File: config.mk
export PLATFORM = sky130hd
export DESIGN_NAME = sfdl_ctrl
export DESIGN_NICKNAME = d
export VERILOG_FILES = /design/src/design/sfdl_pkg.sv /design/src/design/sfdl_ctrl.sv
export SDC_FILE = /design/constraint.sdc
export NUM_CORES = 1
export LEC_CHECK = 0
export BUFFER_PORTS_ARGS = -buffer_cell sky130_fd_sc_hd__buf_2
export CAP_MARGIN = 10
export CORE_AREA = 10 10 47 49
export DETAILED_ROUTE_END_ITERATION = 10
export DIE_AREA = 0 0 57 59
export PLACE_DENSITY_LB_ADDON = 0.15
export SYNTH_ARGS = -nofsm -noshare
export SYNTH_HDL_FRONTEND = slang
export SYNTH_SLANG_ARGS = --single-unit
File: constraint.sdc
create_clock -name clk -period 1.79 [get_ports clk]
set_clock_uncertainty 0.15 [all_clocks]
set_input_delay 0.0895 -clock clk [delete_from_list [all_inputs] [get_ports clk]]
set_output_delay 0.0895 -clock clk [all_outputs]
set_load 0.02 [all_outputs]
File: src/design/sfdl_pkg.sv
`timescale 1ns / 1ps
// ----------------------------------------------------------------------------
// sfdl_pkg
// Shared constants, configuration record and control/status types for the
// stereo feedback delay line.
// ----------------------------------------------------------------------------
package sfdl_pkg;

  localparam int MAX_DEPTH   = 65536;
  localparam int SAMPLE_BITS = 16;

  localparam int ADDR_W     = $clog2(MAX_DEPTH);
  localparam int CNT_W      = ADDR_W + 1;
  localparam int LEN_W      = 17;
  localparam int GAIN_W     = 16;
  localparam int IO_W       = 16;
  localparam int DELAY_W    = 16;
  localparam int CFG_IDX_W  = 3;
  localparam int CFG_DATA_W = 17;

  typedef enum logic [CFG_IDX_W-1:0] {
    CFG_BUFFER_LENGTH  = 3'd0,
    CFG_INPUT_GAIN     = 3'd1,
    CFG_FEEDBACK_GAIN  = 3'd2,
    CFG_OUTPUT_GAIN    = 3'd3,
    CFG_TARGET_DELAY   = 3'd4,
    CFG_SMOOTHING_COEF = 3'd5
  } cfg_idx_t;

  typedef struct packed {
    logic [LEN_W-1:0]   buffer_length;
    logic [GAIN_W-1:0]  input_gain;
    logic [GAIN_W-1:0]  feedback_gain;
    logic [GAIN_W-1:0]  output_gain;
    logic [DELAY_W-1:0] target_delay;
    logic [DELAY_W-1:0] smoothing_coef;
  } cfg_t;

  // One strobe per datapath step.
  typedef struct packed {
    logic accept;
    logic feedback;
    logic write;
    logic smooth;
    logic offset;
    logic read;
    logic load_out;
  } dp_cmd_t;

  typedef struct packed {
    logic out_free;
  } dp_status_t;

endpackage

File: src/design/sfdl_ctrl.sv
`timescale 1ns / 1ps
// ----------------------------------------------------------------------------
// sfdl_ctrl
// Step sequencer: walks each item one step a cycle, output waits on out_free.
// ----------------------------------------------------------------------------
module sfdl_ctrl (
  input  logic                 clk,
  input  logic                 rst,
  input  logic                 in_valid,
  output logic                 in_ready,
  input  sfdl_pkg::dp_status_t status,
  output sfdl_pkg::dp_cmd_t    cmd
);

  typedef enum logic [6:0] {
    S_IDLE   = 7'b0000001,
    S_FB     = 7'b0000010,
    S_WR     = 7'b0000100,
    S_SMOOTH = 7'b0001000,
    S_OFS    = 7'b0010000,
    S_RD     = 7'b0100000,
    S_OUT    = 7'b1000000
  } state_t;

  state_t state;
  state_t state_next;

  assign in_ready = (state == S_IDLE);

  always_comb begin
    state_next = state;
    cmd        = '0;
    unique case (state)
      S_IDLE: begin
        if (in_valid) begin
          cmd.accept = 1'b1;
          state_next = S_FB;
        end
      end
      S_FB: begin
        cmd.feedback = 1'b1;
        state_next   = S_WR;
      end
      S_WR: begin
        cmd.write  = 1'b1;
        state_next = S_SMOOTH;
      end
      S_SMOOTH: begin
        cmd.smooth = 1'b1;
        state_next = S_OFS;
      end
      S_OFS: begin
        cmd.offset = 1'b1;
        state_next = S_RD;
      end
      S_RD: begin
        cmd.read   = 1'b1;
        state_next = S_OUT;
      end
      S_OUT: begin
        // hold until the output register can take the item
        if (status.out_free) begin
          cmd.load_out = 1'b1;
          state_next   = S_IDLE;
        end
      end
      default: state_next = S_IDLE;
    endcase
  end

  always_ff @(posedge clk) begin
    if (rst) begin
      state <= S_IDLE;
    end else begin
      state <= state_next;
    end
  end

endmodule

==> metrics.txt <==
RePlAce Congestion=0.738; cts bufs inserted=3; peak supply drop=365 uV; final period utilization=0.954; diode count=0; HP Class=in2reg; part of the power in registers=0.355; fin area=539 um^2; Pint=382 uW; crit path capture type=output pin; vias post-DR=416; Comb power frac=0.407; clock power share=0.238; CTS root buf=clkbuf_4; Hold Path Depth=3; violated checks=hold timing; worst skew pair latency=260 ps; Mapped Area=405 um^2; die width=57 um; IO Port Bufs=11; TritonCTS clock tree=yes; status=finished, violations left; total grt overflow=0; DRC=0; via count of the first global-routing pass=419; final WL=1070 um; height of the die=59 um; Syn-to-layout area delta=33.0%; initial antenna violation count=0; Primary FF master, synth=dfxtp_1; number of synthesized flops with an enable pin=0; Clock Sinks=7; Synth Instances=44; flop-to-flop setup slack=250 ps; Rows=14; Hold Vio Cnt, Final=1; Synth top area share=0.346; First-pass DRT Iterations=2; HPWL Detailed=822 um; leak pwr=0.000233 uW; core area=0.00140 mm^2; worst slew pin tran=294 ps; post-synthesis sequential area ratio=0.346; FF-to-FF Start=state[5]; Hold Startpoint=status; Critical Path Start Type=flip-flop; number of cells on the worst reg-to-reg path=5; gr usage total=0.0679; setup TNS=0 ps; filler instances=159; Worst-path clk slew=50 ps; H-tree levels=1; Synthesis Warnings=0; top cells by area, synth=dfxtp_1 (35%), nor2_1 (6.5%), nor4_4 (5.2%); Yosys cell types=25; Starting Density=0.289; Net Switching=246 uW; CP max FO=5; Bufs on Longest Clock Path=2; Hold Path Sink=state[6]; terminus of the critical flop-to-flop path=state[0]; Slew Limit Fails=0; synth cell count leaders=dfxtp_1 (7), nor2_1 (7); relative max-transition margin=0.804; number of flip-flops in the largest register=7; asr flop ratio synth=0; layout cells sized above 1=0.323; Final nets=67; RSZ-0062 raised after global routing=no; DR WL/cell=13.7 um; post-synth top area cell=dfxtp_1; worst hold slack=-2.57 ps; Initial DRC Count=2; post-route ant nets=0; CP arrival=1470 ps; PD cells=1160 mW/mm^2; Pwr Total=628 uW; Vias/cell=5.33; Post-Place Cell Area=480 um^2; critical path required time=1550 ps; synthesized area per cell=9.21 um^2; Max Cap Viol=0; highest clock rate=586 MHz; Switching Fraction=0.391; synthesized flop and latch total=7; Final setup violation count=0; Largest regs=state: 7 flops; crit path kind=reg2out; I/O Pins=12; Top reg by flops=state; largest net degree at the start of global routing=9; syn_nets=48; die area=0.00336 mm^2; first-pass GRT wire length=1840 um; Period minus WS final=1710 ps
## layout by cell type (no fill, tap or decap), types with 2 or more instances in the layout
cell	instances
o211ai_1	2
nor2b_1	2
nor4b_1	2
clkbuf_4	3
buf_2	11
nor2_1	7
and4b_1	2
nand2b_1	2
dfxtp_1	7
and4_1	2
dlygate4sd3_1	2
## cell type report
class	instances	area, um^2	share of cell area
Multi-Input combinational cell	36	267	0.494
Tap cell	16	20.0	0.0371
Inverter	1	3.75	0.00696
Clock buffer	4	26.3	0.0487
Sequential cell	7	140	0.260
Timing Repair Buffer	14	82.6	0.153
## per-stage QoR
stage                     utilization  std cells  setup WS [ps]
after floorplan                     -         44            323
after global placement          0.343         71            273
after detailed placement        0.343         71            251
after CTS                       0.381         78           74.9
after global routing            0.385         78           7.70
final                           0.385         78           82.9
## critical path: stages, from the launching register on
cell and delay, ps:
dfxtp_1 370, nor4_4 300, and3_4 240, and2_4 140, buf_2 150
## worst max-delay path by stage
stage / start / end / slack (ps)
floorplan: state[2] / state[1] / 320
global placement: state[2] / cmd[6] / 270
detailed placement: state[2] / cmd[6] / 250
CTS: state[5] / cmd[6] / 70
global route: state[3] / cmd[6] / 8
finish: state[5] / cmd[6] / 80
## logic make-up after synthesis
kind of cell | after synthesis | share of synthesized area
buffers and inverters | 1 | 0.00925
AO/OA/AOI/OAI | 7 | 0.133
AND/OR/NAND/NOR | 28 | 0.491
XOR/XNOR | 1 | 0.0216
flip-flops | 7 | 0.346
## routing by layer
metal,global-route usage,wire length (um),vias up
li1,-,-,202
met1,0.0763,471,197
met2,0.0899,441,12
met3,0.0408,118,5
met4,0.0537,34,0
met5,0,0,-
## power by group through the flow
stage / Sequential [uW] / Combinational (uW) / Clock [uW]
finish: 223 / 256 / 149
global route: 228 / 284 / 159
CTS: 221 / 257 / 151
detailed placement: 224 / 250 / 0
global placement: 227 / 252 / 0
floorplan: 212 / 194 / 0
## repair_timing
action	CTS	global route
endpoints found under the setup margin	1	1
endpoints found under the hold margin	4	0
pin swaps	1	0
resized for setup	0	1
buffers inserted	1	0
hold buffers	2	0
Power figures use the tool's default switching activity.
