<file path="src/design/sfdl_pkg.sv">
`timescale 1ns / 1ps
// ----------------------------------------------------------------------------
// sfdl_pkg
// Shared constants, configuration record and control/status types for the
// stereo feedback delay line.
// ----------------------------------------------------------------------------
package sfdl_pkg;

  localparam int MAX_DEPTH   = 65536;
  localparam int SAMPLE_BITS = 16;

  localparam int ADDR_W     = $clog2(MAX_DEPTH);
  localparam int CNT_W      = ADDR_W + 1;
  localparam int LEN_W      = 17;
  localparam int GAIN_W     = 16;
  localparam int IO_W       = 16;
  localparam int DELAY_W    = 16;
  localparam int CFG_IDX_W  = 3;
  localparam int CFG_DATA_W = 17;

  typedef enum logic [CFG_IDX_W-1:0] {
    CFG_BUFFER_LENGTH  = 3'd0,
    CFG_INPUT_GAIN     = 3'd1,
    CFG_FEEDBACK_GAIN  = 3'd2,
    CFG_OUTPUT_GAIN    = 3'd3,
    CFG_TARGET_DELAY   = 3'd4,
    CFG_SMOOTHING_COEF = 3'd5
  } cfg_idx_t;

  typedef struct packed {
    logic [LEN_W-1:0]   buffer_length;
    logic [GAIN_W-1:0]  input_gain;
    logic [GAIN_W-1:0]  feedback_gain;
    logic [GAIN_W-1:0]  output_gain;
    logic [DELAY_W-1:0] target_delay;
    logic [DELAY_W-1:0] smoothing_coef;
  } cfg_t;

  // One strobe per datapath step.
  typedef struct packed {
    logic accept;
    logic feedback;
    logic write;
    logic smooth;
    logic offset;
    logic read;
    logic load_out;
  } dp_cmd_t;

  typedef struct packed {
    logic out_free;
  } dp_status_t;

endpackage

</file>
<file path="src/design/sfdl_cfg_regs.sv">
`timescale 1ns / 1ps
// ----------------------------------------------------------------------------
// sfdl_cfg_regs
// Configuration register file; writes to unknown indexes are dropped.
// ----------------------------------------------------------------------------
module sfdl_cfg_regs (
  input  logic                            clk,
  input  logic                            rst,
  input  logic                            we,
  input  logic [sfdl_pkg::CFG_IDX_W-1:0]  index,
  input  logic [sfdl_pkg::CFG_DATA_W-1:0] data,
  output sfdl_pkg::cfg_t                  cfg
);

  always_ff @(posedge clk) begin
    if (rst) begin
      cfg.buffer_length  <= sfdl_pkg::LEN_W'(65536);
      cfg.input_gain     <= sfdl_pkg::GAIN_W'(32768);
      cfg.feedback_gain  <= '0;
      cfg.output_gain    <= sfdl_pkg::GAIN_W'(32768);
      cfg.target_delay   <= sfdl_pkg::DELAY_W'(32768);
      cfg.smoothing_coef <= sfdl_pkg::DELAY_W'(66);
    end else if (we) begin
      case (sfdl_pkg::cfg_idx_t'(index))
        sfdl_pkg::CFG_BUFFER_LENGTH:  cfg.buffer_length  <= data[sfdl_pkg::LEN_W-1:0];
        sfdl_pkg::CFG_INPUT_GAIN:     cfg.input_gain     <= data[sfdl_pkg::GAIN_W-1:0];
        sfdl_pkg::CFG_FEEDBACK_GAIN:  cfg.feedback_gain  <= data[sfdl_pkg::GAIN_W-1:0];
        sfdl_pkg::CFG_OUTPUT_GAIN:    cfg.output_gain    <= data[sfdl_pkg::GAIN_W-1:0];
        sfdl_pkg::CFG_TARGET_DELAY:   cfg.target_delay   <= data[sfdl_pkg::DELAY_W-1:0];
        sfdl_pkg::CFG_SMOOTHING_COEF: cfg.smoothing_coef <= data[sfdl_pkg::DELAY_W-1:0];
        default: ;
      endcase
    end
  end

endmodule

</file>
<file path="config.mk">
export PLATFORM = sky130hd
export DESIGN_NAME = sfdl_cfg_regs
export DESIGN_NICKNAME = d
export VERILOG_FILES = /design/src/design/sfdl_pkg.sv /design/src/design/sfdl_cfg_regs.sv
export SDC_FILE = /design/constraint.sdc
export NUM_CORES = 1
export LEC_CHECK = 0
export BUFFER_PORTS_ARGS = -buffer_cell sky130_fd_sc_hd__buf_2
export CAP_MARGIN = 20
export CORE_ASPECT_RATIO = 0.6
export CORE_MARGIN = 2
export CORE_UTILIZATION = 46
export DETAILED_ROUTE_END_ITERATION = 16
export MAX_ROUTING_LAYER = met4
export PLACE_DENSITY = 0.73
export SLEW_MARGIN = 40
export SYNTH_ARGS = -nofsm -noshare
export SYNTH_HDL_FRONTEND = slang
export SYNTH_SLANG_ARGS = --single-unit
</file>
<file path="constraint.sdc">
create_clock -name clk -period 1.9 [get_ports clk]
set_input_delay 0.38 -clock clk [delete_from_list [all_inputs] [get_ports clk]]
set_output_delay 0.38 -clock clk [all_outputs]
set_load 0.03 [all_outputs]
</file>
==> results of run 1 <==
kinds of logic (layout without fill, tap and decap cells):
group,after synthesis,count (layout),share of synthesized area [%]
buffers and inverters,27,142,3.506
DFF,97,97,50.39
muxes,97,97,25.19
and+or+nand+nor,126,126,20.91
metal layers:
| metal | routed length, um | vias to the layer above |
|---|---|---|
| li1 | - | 1366 |
| met1 | 4401 | 1350 |
| met2 | 4153 | 80 |
| met3 | 579 | 8 |
| met4 | 84 | 0 |
| met5 | 0 | - |
cell usage in the layout, fill, tap and decap left out:
| master | n |
|---|---|
| buf_2 | 119 |
| and4b_1 | 1 |
| buf_12 | 1 |
| dfxtp_1 | 97 |
| nor2_1 | 10 |
| mux2i_1 | 97 |
| bufinv_16 | 1 |
| clkinv_4 | 1 |
| and4bb_2 | 1 |
| nand4bb_1 | 3 |
| nor4b_2 | 1 |
| buf_4 | 6 |
| clkbuf_16 | 9 |
| or4b_1 | 1 |
| nand4b_1 | 2 |
| clkbuf_8 | 2 |
| clkinv_2 | 3 |
| nand2b_1 | 107 |
Yosys cell counts:
master | n | share of area (%)
dfxtp_1 | 97 | 50
buf_1 | 1 | 0.097
nand2b_1 | 107 | 17
nand4b_1 | 2 | 0.45
clkbuf_2 | 1 | 0.13
nor4b_2 | 1 | 0.39
and4b_1 | 1 | 0.26
and4bb_2 | 1 | 0.32
nand4bb_1 | 3 | 0.88
buf_6 | 2 | 0.58
or4b_1 | 1 | 0.26
clkbuf_1 | 13 | 1.3
buf_2 | 8 | 1.0
nor2_1 | 10 | 0.97
mux2i_1 | 97 | 25
buf_4 | 2 | 0.39
per-stage QoR:
| step | std cells | cell area (sq um) | setup slack [ns] |
|---|---|---|---|
| finish | 570 | 4821 | 0.6004 |
| floorplan | 347 | 3854 | 0.3711 |
| detailed placement | 554 | 4514 | 0.3359 |
| global placement | 554 | 4514 | 0.3677 |
| global route | 570 | 4821 | 0.5671 |
| CTS | 570 | 4821 | 0.5972 |
worst max-delay path by stage:
stage,startpoint,endpoint,slack [ns]
floorplan,index[0],cfg[87],0.37
global placement,index[1],cfg[90],0.37
detailed placement,index[1],cfg[93],0.34
CTS,cfg[45],cfg[45],0.60
global route,cfg[79],cfg[79],0.57
finish,cfg[79],cfg[79],0.60
power groups by stage:
stage | Clock, mW | Combinational (mW) | Sequential (mW)
after floorplan | 0 | 0.172 | 2.23
after global placement | 0 | 0.368 | 2.15
after detailed placement | 0 | 0.374 | 2.15
after CTS | 1.88 | 0.376 | 2.10
after global routing | 1.96 | 0.397 | 2.11
final | 1.83 | 0.372 | 2.10
cell type report:
cell class,instances,area [sq um],area share (%)
flip-flops and latches,97,1942,40.28
multi-input cells,223,1777,36.85
repair buffers,126,660.6,13.70
clock buffers,11,252.7,5.243
well taps,108,135.1,2.803
clock inverters,5,53.80,1.116
==> reports/summary.txt, run 1 <==
result of the run = complete, no violations
DRT iter0 DRCs = 154
post-synthesis instance total = 347
max-cap violation count = 0
Power Total = 4.307 mW
warning count from the yosys run = 0
class of the tightest hold or removal check = primary input to flop
switching power share of the total = 23.27%
portion of total power attributed to the clock network = 42.5%
critical path capture point type = primary output
area of the core region = 8008 sq um
number of vias after detailed routing = 2,804
num rows = 25
final routed DRC violation total = 0
worst clock skew on the final layout = 0 ns
peak fanout along the critical path = 2
Syn Area/Cell = 11.11 sq um
Post-CTS Resized = 0
min Tclk post-route = 1.300 ns
number of port buffers = 119
total of flip-flops plus latches after synthesis = 97
Regs by FF count = cfg: 97 flops
synth unique cells = 16
cell at the root of the clock tree = clkbuf_16
die area = 9150 sq um
met3 GRT Util = 6.742%
pin count of the biggest net entering global routing = 117
clock tree from TritonCTS = done
Hold Crit Start = data[6]
cell chain of the critical path = buf_2
relative contribution of sequential cells to total power = 48.8%
type of the setup path with the least slack = flop to primary output
met2 layer usage reported by global route = 31.78%
maximum buffer depth of the clock tree = 2
Arrival @ worst endpoint = 0.92 ns
drt wl/cell = 16.17 um
DR vias/cell = 4.919
antenna violations before repair = 0
1st-pass router iterations = 4
number of cells on the worst reg-to-reg path = 2
met1 layer usage reported by global route = 27.72%
delay of the slowest cell on the worst path = 0.36 ns
number of post-CTS setup repair buffers = 0
Die Y = 74.90 um
fillers = 717
setup repair after global routing missed its margin = false
Tcrit/Tclk final = 68.40%
Top Usage Layer GRT = met2
wire length of the first global-routing pass = 14,040 um
final hold viol count = 0
worst-case register-to-register setup slack = 1.25 ns
number of antenna-violating nets in the routed design = 0
total number of cells along the worst setup path = 1
Clock Sinks = 97
number of nets in the final layout = 480
power spent charging and discharging nets = 1.002 mW
final setup TNS = 0 ns
initial cell density of the core = 48.12%
total wire length after detailed routing = 9219 um
final weighted congestion in routability-driven placement = 0.7564
cell area after technology mapping = 3854 sq um
fraction of final layout cells sized beyond drive strength 1 = 31.17%
synthesized netlist net count = 370
FF-to-FF End = cfg[79]
largest register by flop count = cfg
critical register-to-register path startpoint = cfg[79]
smallest hold slack = 0.3262 ns
GR Overflow Total = 0
Core Util, Final = 60.20%
# setup viols final = 0
Num CTS Buffers = 9
reported leakage power = 2.555 nW
required time of the worst setup path = 1.52 ns
hold depth = 3
VDD IR-drop max = 591.1 uV
Worst-Skew Late Latency = 0.34 ns
flip-flop count of the largest register, all copies and words added = 97
power share of the combinational group = 8.6%
Hold EP = cfg[6]
growth of design area from synthesis to finish = 25.10%
number of slew-limit violations in the final report = 0
io pins = 120
CTS clk-pin slew, worst paths = 0.06 ns
post-DP HPWL = 6271 um
worst rel slew slack = 70.15%
kind of cell adding the most delay to the critical path = flip-flops
CTS HTree Levels = 3
portion of the post-synthesis area used by sequential elements = 50.39%
number of buffer and inverter stages on the critical path = 1
Slowest-stage cell, CP = dfxtp_1
highest attainable clock frequency = 769.5 MHz
power density cells = 893.3 nW/um^2
Ant. Diodes = 0
total track usage = 21.41%
horizontal die dimension = 122.2 um
quantity of hold-fixing buffers added after cts = 0
Critical Path Start Type = flop
Internal Power = 3.304 mW
slew at the pin with the worst max-slew slack = 0.4477 ns
via count of the first global-routing pass = 2,702
(Power assumes the default switching activity.)
==> run 2: changes to the inputs <==
--- a/config.mk
+++ b/config.mk
@@ -5,6 +5,7 @@
 export SDC_FILE = /design/constraint.sdc
 export NUM_CORES = 1
 export LEC_CHECK = 0
+export ABC_AREA = 1
 export BUFFER_PORTS_ARGS = -buffer_cell sky130_fd_sc_hd__buf_2
 export CAP_MARGIN = 20
 export CORE_ASPECT_RATIO = 0.6
==> constraint.sdc (replaced) <==
create_clock -name clk -period 1.3 [get_ports clk]
set_input_delay 0.26 -clock clk [delete_from_list [all_inputs] [get_ports clk]]
set_output_delay 0.26 -clock clk [all_outputs]
set_load 0.03 [all_outputs]
==> run 2 against run 1 <==
  * Critical path depth unchanged
  * Register-to-register slack got worse by 0.57 ns
  * Clock-buffer cell count decreased by 2
  * Routed wire length increased by 23%
  * Largest power group is now clock
==> reports/summary.txt, run 2 <==
Arrival @ worst endpoint = 0.95 ns (+0.03 ns)
area of the core region = 8426 sq um (+5.2%)
final setup TNS = 0 ns (unchanged)
pin count of the biggest net entering global routing = 64 (-45%)
smallest hold slack = 0.1131 ns (-0.2131 ns)
Ant. Diodes = 0 (unchanged)
combined area of the multi-input logic cells = 1702 sq um (-4.2%)
count leader, synth = nor2_1
worst-case register-to-register setup slack = 0.68 ns (-0.57 ns)
antenna violations before repair = 0 (unchanged)
min Tclk post-route = 1.207 ns
portion of the post-synthesis area used by sequential elements = 49.21% (-1.2 points)
horizontal die dimension = 123.6 um (+1.2%)
cell at the root of the clock tree = clkbuf_16
number of nets in the final layout = 689 (+44%)
DR vias/cell = 4.983 (+1.3%)
post-synthesis instance total = 554 (+60%)
via count of the first global-routing pass = 3,258 (+21%)
worst rel slew slack = 71.52% (+1.4 points)
number of post-CTS setup repair buffers = 0 (unchanged)
critical path capture point type = primary output
max-cap violation count = 0 (unchanged)
final weighted congestion in routability-driven placement = 0.8115 (+7.3%)
Post-CTS Resized = 0 (unchanged)
initial cell density of the core = 46.84% (-1.3 points)
cell chain of the critical path = buf_2
clock tree from TritonCTS = done
number of buffer and inverter stages on the critical path = 1 (unchanged)
setup repair after global routing missed its margin = false
commonest cells after routing, fill and taps aside = nor2_1, buf_2, nand2_1
Placed Cells incl. Taps = 767 (+38%)
growth of design area from synthesis to finish = 27.87%
worst clock skew on the final layout = 0 ns (unchanged)
drt wl/cell = 14.44 um (-11%)
biggest area contributors in the synthesized netlist = dfxtp_1, nor2_1, nand3_1
quantity of hold-fixing buffers added after cts = 0 (unchanged)
Num CTS Buffers = 9 (unchanged)
Clock Sinks = 97 (unchanged)
total track usage = 25.55% (+4.1 points)
number of antenna-violating nets in the routed design = 0 (unchanged)
number of slew-limit violations in the final report = 0 (unchanged)
kind of cell adding the most delay to the critical path = flip-flops
synth unique cells = 16 (unchanged)
largest register by flop count = cfg
Regs by FF count = cfg: 97 flops
required time of the worst setup path = 1.04 ns (-0.48 ns)
final routed DRC violation total = 0 (unchanged)
Syn Area/Cell = 7.123 sq um (-36%)
GR Overflow Total = 0 (unchanged)
die area = 9360 sq um (+2.3%)
type of the setup path with the least slack = flop to primary output
Reg area = 1942 sq um (unchanged)
Die Y = 75.75 um (+1.1%)
hold depth = 3 (unchanged)
# setup viols final = 0 (unchanged)
total of flip-flops plus latches after synthesis = 97 (unchanged)
Critical Path Start Type = flop
warning count from the yosys run = 0 (unchanged)
CTS HTree Levels = 3 (unchanged)
peak fanout along the critical path = 2 (unchanged)
Slowest-stage cell, CP = dfxtp_1
Tcrit/Tclk final = 92.84%
io pins = 120 (unchanged)
1st-pass router iterations = 6 (+2)
FF-to-FF End = cfg[24]
slew at the pin with the worst max-slew slack = 0.4267 ns (-0.02096 ns)
fraction of final layout cells sized beyond drive strength 1 = 24.74% (-6.4 points)
DRT iter0 DRCs = 342 (+120%)
post-DP HPWL = 7838 um (+25%)
proportion of netlist area held by the largest area contributor = 49.21% (-1.2 points)
class of the tightest hold or removal check = primary input to flop
CTS clk-pin slew, worst paths = 0.07 ns (about the same)
maximum buffer depth of the clock tree = 2 (unchanged)
number of cells on the worst reg-to-reg path = 2 (unchanged)
VDD IR-drop max = 905.3 uV (+53%)
share of async-settable or async-resettable flops after synthesis = 0% (unchanged)
final hold viol count = 0 (unchanged)
fillers = 804 (+12%)
Hold Crit Start = data[16]
final std cells w/o fill = 783 (+37%)
delay of the slowest cell on the worst path = 0.37 ns (about the same)
Hold EP = cfg[96]
number of vias after detailed routing = 3,902 (+39%)
flip-flop cell with the highest count after synthesis = dfxtp_1
highest attainable clock frequency = 828.6 MHz
synthesized netlist net count = 577 (+56%)
leading cell types by count after synthesis = nor2_1, nand2_1, dfxtp_1, nand3_1, inv_1
wire length of the first global-routing pass = 17,000 um (+21%)
result of the run = complete, no violations
cell area after technology mapping = 3946 sq um (+2.4%)
largest area contributor in the netlist = dfxtp_1
total wire length after detailed routing = 11,300 um (+23%)
num rows = 26 (+4.0%)
leading cell type in the layout, fill and taps excluded = nor2_1
reported leakage power = 2.473 nW (-3.2%)
Worst-Skew Late Latency = 0.35 ns (about the same)
EDFF count, synth = 0 (unchanged)
number of port buffers = 119 (unchanged)
power density cells = 1443 nW/um^2 (+62%)
flip-flop count of the largest register, all copies and words added = 97 (unchanged)
critical register-to-register path startpoint = cfg[24]
[run 2: cell type report]
cell class,count,share of cell area [%]
well taps,112,2.777
flip-flops and latches,97,38.48
clock buffers,9,4.463
repair buffers,134,16.02
clock inverters,7,2.827
inverters,23,1.711
multi-input cells,401,33.72
[run 2: worst max path at each step]
stage / start / end / slack, ns / cells after the start
final: cfg[65] / cfg[65] / 0.09 / 1
after global routing: cfg[65] / cfg[65] / 0.07 / 1
after CTS: cfg[65] / cfg[65] / 0.1 / 1
after detailed placement: index[1] / cfg[0] / 0.01 / 6
after global placement: index[1] / cfg[73] / 0.06 / 6
after floorplan: rst / cfg[48] / 0.31 / 5
[run 2: worst reg2reg max path: cells and delay by family (launching register included)]
kind          cells  cell delay, ns
flops             1            0.32
simple gates      2            0.19
[run 2: kinds of logic (layout without fill, tap and decap cells)]
group	count (synthesis)	in the layout	share of synthesized area [%]
compound gates	2	2	0.2537
buf+inv	56	173	7.736
flops	97	97	49.21
simple gates	399	399	42.80
[run 2: through the flow]
stage               instance area [sq um]  total power [mW]  worst slack (ns)  util (%)
floorplan                            3946             3.816            0.3131         -
global placement                     4678             4.101           0.05613     55.52
detailed placement                   4678             4.117           0.01083     55.52
CTS                                  5046             7.319           0.09592     59.89
global route                         5046             7.527           0.07028     59.89
finish                               5046             7.281           0.09312     59.89
[run 2: where the power goes]
group / internal, mW / switching, mW / total, mW
clock network: 2.07 / 1.15 / 3.23
registers: 3.08 / 0.0568 / 3.13
logic: 0.277 / 0.645 / 0.922
total: 5.43 / 1.86 / 7.28
[run 2: layer usage]
metal	up-vias	global-route usage, %	wire, um
li1	1945	-	-
met1	1779	35.82	5080
met2	153	35.35	4773
met3	25	6.287	1194
met4	0	9.596	255
met5	-	-	0
==> run 3: changes to the inputs <==
--- a/config.mk
+++ b/config.mk
@@ -14,6 +14,7 @@
 export DETAILED_ROUTE_END_ITERATION = 16
 export MAX_ROUTING_LAYER = met4
 export PLACE_DENSITY = 0.73
+export REMOVE_ABC_BUFFERS = 1
 export SLEW_MARGIN = 40
 export SYNTH_ARGS = -nofsm -noshare
 export SYNTH_HDL_FRONTEND = slang
==> run 3 against run 2 <==
  * Routed wire length shrank 2.0%
  * Cell count shrank 0.64%
  * Highest routed layer unchanged
  * Setup slack improved by 0.016 ns
  * Maximum frequency grew 1.4%
  * Power down 6.2%
  * Utilization shrank 0.88 points
  * Non-clock buffer count decreased by 4
  * First-iteration DRC count shrank 1.8%
==> reports/summary.txt, run 3 (synthesis gave the netlist of run 2 again) <==
number of buffer and inverter stages on the critical path = 1 (unchanged)
final hold viol count = 0 (unchanged)
delay of the slowest cell on the worst path = 0.37 ns (about the same)
maximum buffer depth of the clock tree = 2 (unchanged)
worst path setup slack after routing = 0.1095 ns (+0.01640 ns)
GR Overflow Total = 0 (unchanged)
via count of the first global-routing pass = 3,366 (+3.3%)
Arrival @ worst endpoint = 0.93 ns (-0.02 ns)
number of vias after detailed routing = 3,841 (-1.6%)
total wire length after detailed routing = 11,080 um (-2.0%)
cell at the root of the clock tree = clkbuf_16
smallest hold slack = 0.1244 ns (+0.01132 ns)
fraction of final layout cells sized beyond drive strength 1 = 23.87% (-0.87 points)
area of the core region = 8426 sq um (unchanged)
number of post-CTS setup repair buffers = 0 (unchanged)
required time of the worst setup path = 1.04 ns (about the same)
clock tree from TritonCTS = done
pre-CTS worst setup slack = 0.01428 ns (+0.003452 ns)
type of the setup path with the least slack = flop to primary output
max-cap violation count = 0 (unchanged)
worst rel slew slack = 72.23% (+0.71 points)
result of the run = complete, no violations
drt wl/cell = 14.24 um (-1.3%)
Regs by FF count = cfg: 97 flops
cell chain of the critical path = buf_2
worst clock skew on the final layout = 0 ns (unchanged)
io pins = 120 (unchanged)
CTS clk-pin slew, worst paths = 0.06 ns (about the same)
Critical Path Start Type = flop
slew at the pin with the worst max-slew slack = 0.4156 ns (-0.01111 ns)
min Tclk post-route = 1.190 ns (-0.01640 ns)
final routed DRC violation total = 0 (unchanged)
setup repair after global routing missed its margin = false
leading cell type in the layout, fill and taps excluded = nor2_1
critical path capture point type = primary output
number of nets in the final layout = 685 (-0.58%)
kind of cell adding the most delay to the critical path = flip-flops
Clock Sinks = 97 (unchanged)
total track usage = 25.00% (-0.55 points)
Post-CTS Resized = 0 (unchanged)
number of port buffers = 119 (unchanged)
Num CTS Buffers = 9 (unchanged)
final weighted congestion in routability-driven placement = 0.8334 (+2.7%)
worst-case register-to-register setup slack = 0.68 ns (about the same)
antenna violations before repair = 0 (unchanged)
die area = 9360 sq um (unchanged)
horizontal die dimension = 123.6 um (unchanged)
commonest cells after routing, fill and taps aside = nor2_1, buf_2, nand2_1
growth of design area from synthesis to finish = 26.00%
wire length of the first global-routing pass = 16,750 um (-1.5%)
peak fanout along the critical path = 2 (unchanged)
highest attainable clock frequency = 840.0 MHz (+1.4%)
Die Y = 75.75 um (unchanged)
quantity of hold-fixing buffers added after cts = 0 (unchanged)
1st-pass router iterations = 5 (-1)
Worst-Skew Late Latency = 0.34 ns (about the same)
flip-flop count of the largest register, all copies and words added = 97 (unchanged)
class of the tightest hold or removal check = primary input to flop
VDD IR-drop max = 708.1 uV (-22%)
fillers = 783 (-2.6%)
DR vias/cell = 4.937 (-0.93%)
power density cells = 1374 nW/um^2 (-4.8%)
Slowest-stage cell, CP = dfxtp_1
largest register by flop count = cfg
number of antenna-violating nets in the routed design = 0 (unchanged)
num rows = 26 (unchanged)
DRT iter0 DRCs = 336 (-1.8%)
post-DP HPWL = 7573 um (-3.4%)
number of slew-limit violations in the final report = 0 (unchanged)
CTS HTree Levels = 3 (unchanged)
Ant. Diodes = 0 (unchanged)
initial cell density of the core = 46.84% (unchanged)
Tcrit/Tclk final = 91.58% (-1.3 points)
# setup viols final = 0 (unchanged)
reported leakage power = 2.441 nW (-1.3%)
pin count of the biggest net entering global routing = 98 (+53%)
## run 3: final timing paths
path	startpoint	endpoint	depth (start not counted)
worst max register to register	cfg[76]	cfg[76]	2
worst min register to register	cfg[96]	cfg[96]	2
worst min-delay path	data[16]	cfg[96]	3
worst max-delay path	cfg[76]	cfg[76]	1
## run 3: power by group
group	switching [mW]	internal (mW)	total, mW
logic	0.645	0.273	0.918
registers	0.0545	3.08	3.13
clock network	1.06	1.73	2.78
## run 3: metrics by stage
| step | std cells | utilization, % | cell area [sq um] | TNS, ns | power (mW) |
|---|---|---|---|---|---|
| finish | 778 | 59.01 | 4972 | 0 | 6.831 |
| global route | 778 | 59.01 | 4972 | 0 | 7.108 |
| CTS | 778 | 59.01 | 4972 | 0 | 6.895 |
| detailed placement | 763 | 55.32 | 4661 | 0 | 4.110 |
| global placement | 763 | 55.32 | 4661 | 0 | 4.091 |
| floorplan | 521 | - | 3727 | -13.43 | 3.768 |
## run 3: cell type report
type / instances / area, sq um / share of cell area [%]
Timing Repair Buffer: 130 / 790.8 / 15.90
Clock inverter: 3 / 65.06 / 1.309
Sequential cell: 97 / 1942 / 39.05
Clock buffer: 12 / 246.5 / 4.957
Tap cell: 112 / 140.1 / 2.818
Multi-Input combinational cell: 401 / 1702 / 34.22
Inverter: 23 / 86.33 / 1.736
## run 3: per-layer routing
layer	wire [um]	vias up	part of all wire, %	GRT usage (%)
met5	0	-	0	-
met4	108	0	0.97	7.702
met3	1110	9	10	8.084
met2	4928	162	44	38.77
met1	4936	1738	45	31.32
li1	-	1932	-	-
## run 3: tightest hold or removal path: stages
cell and delay (ns):
buf_2 0.07, nand2_1 0.04, nand3_1 0.05
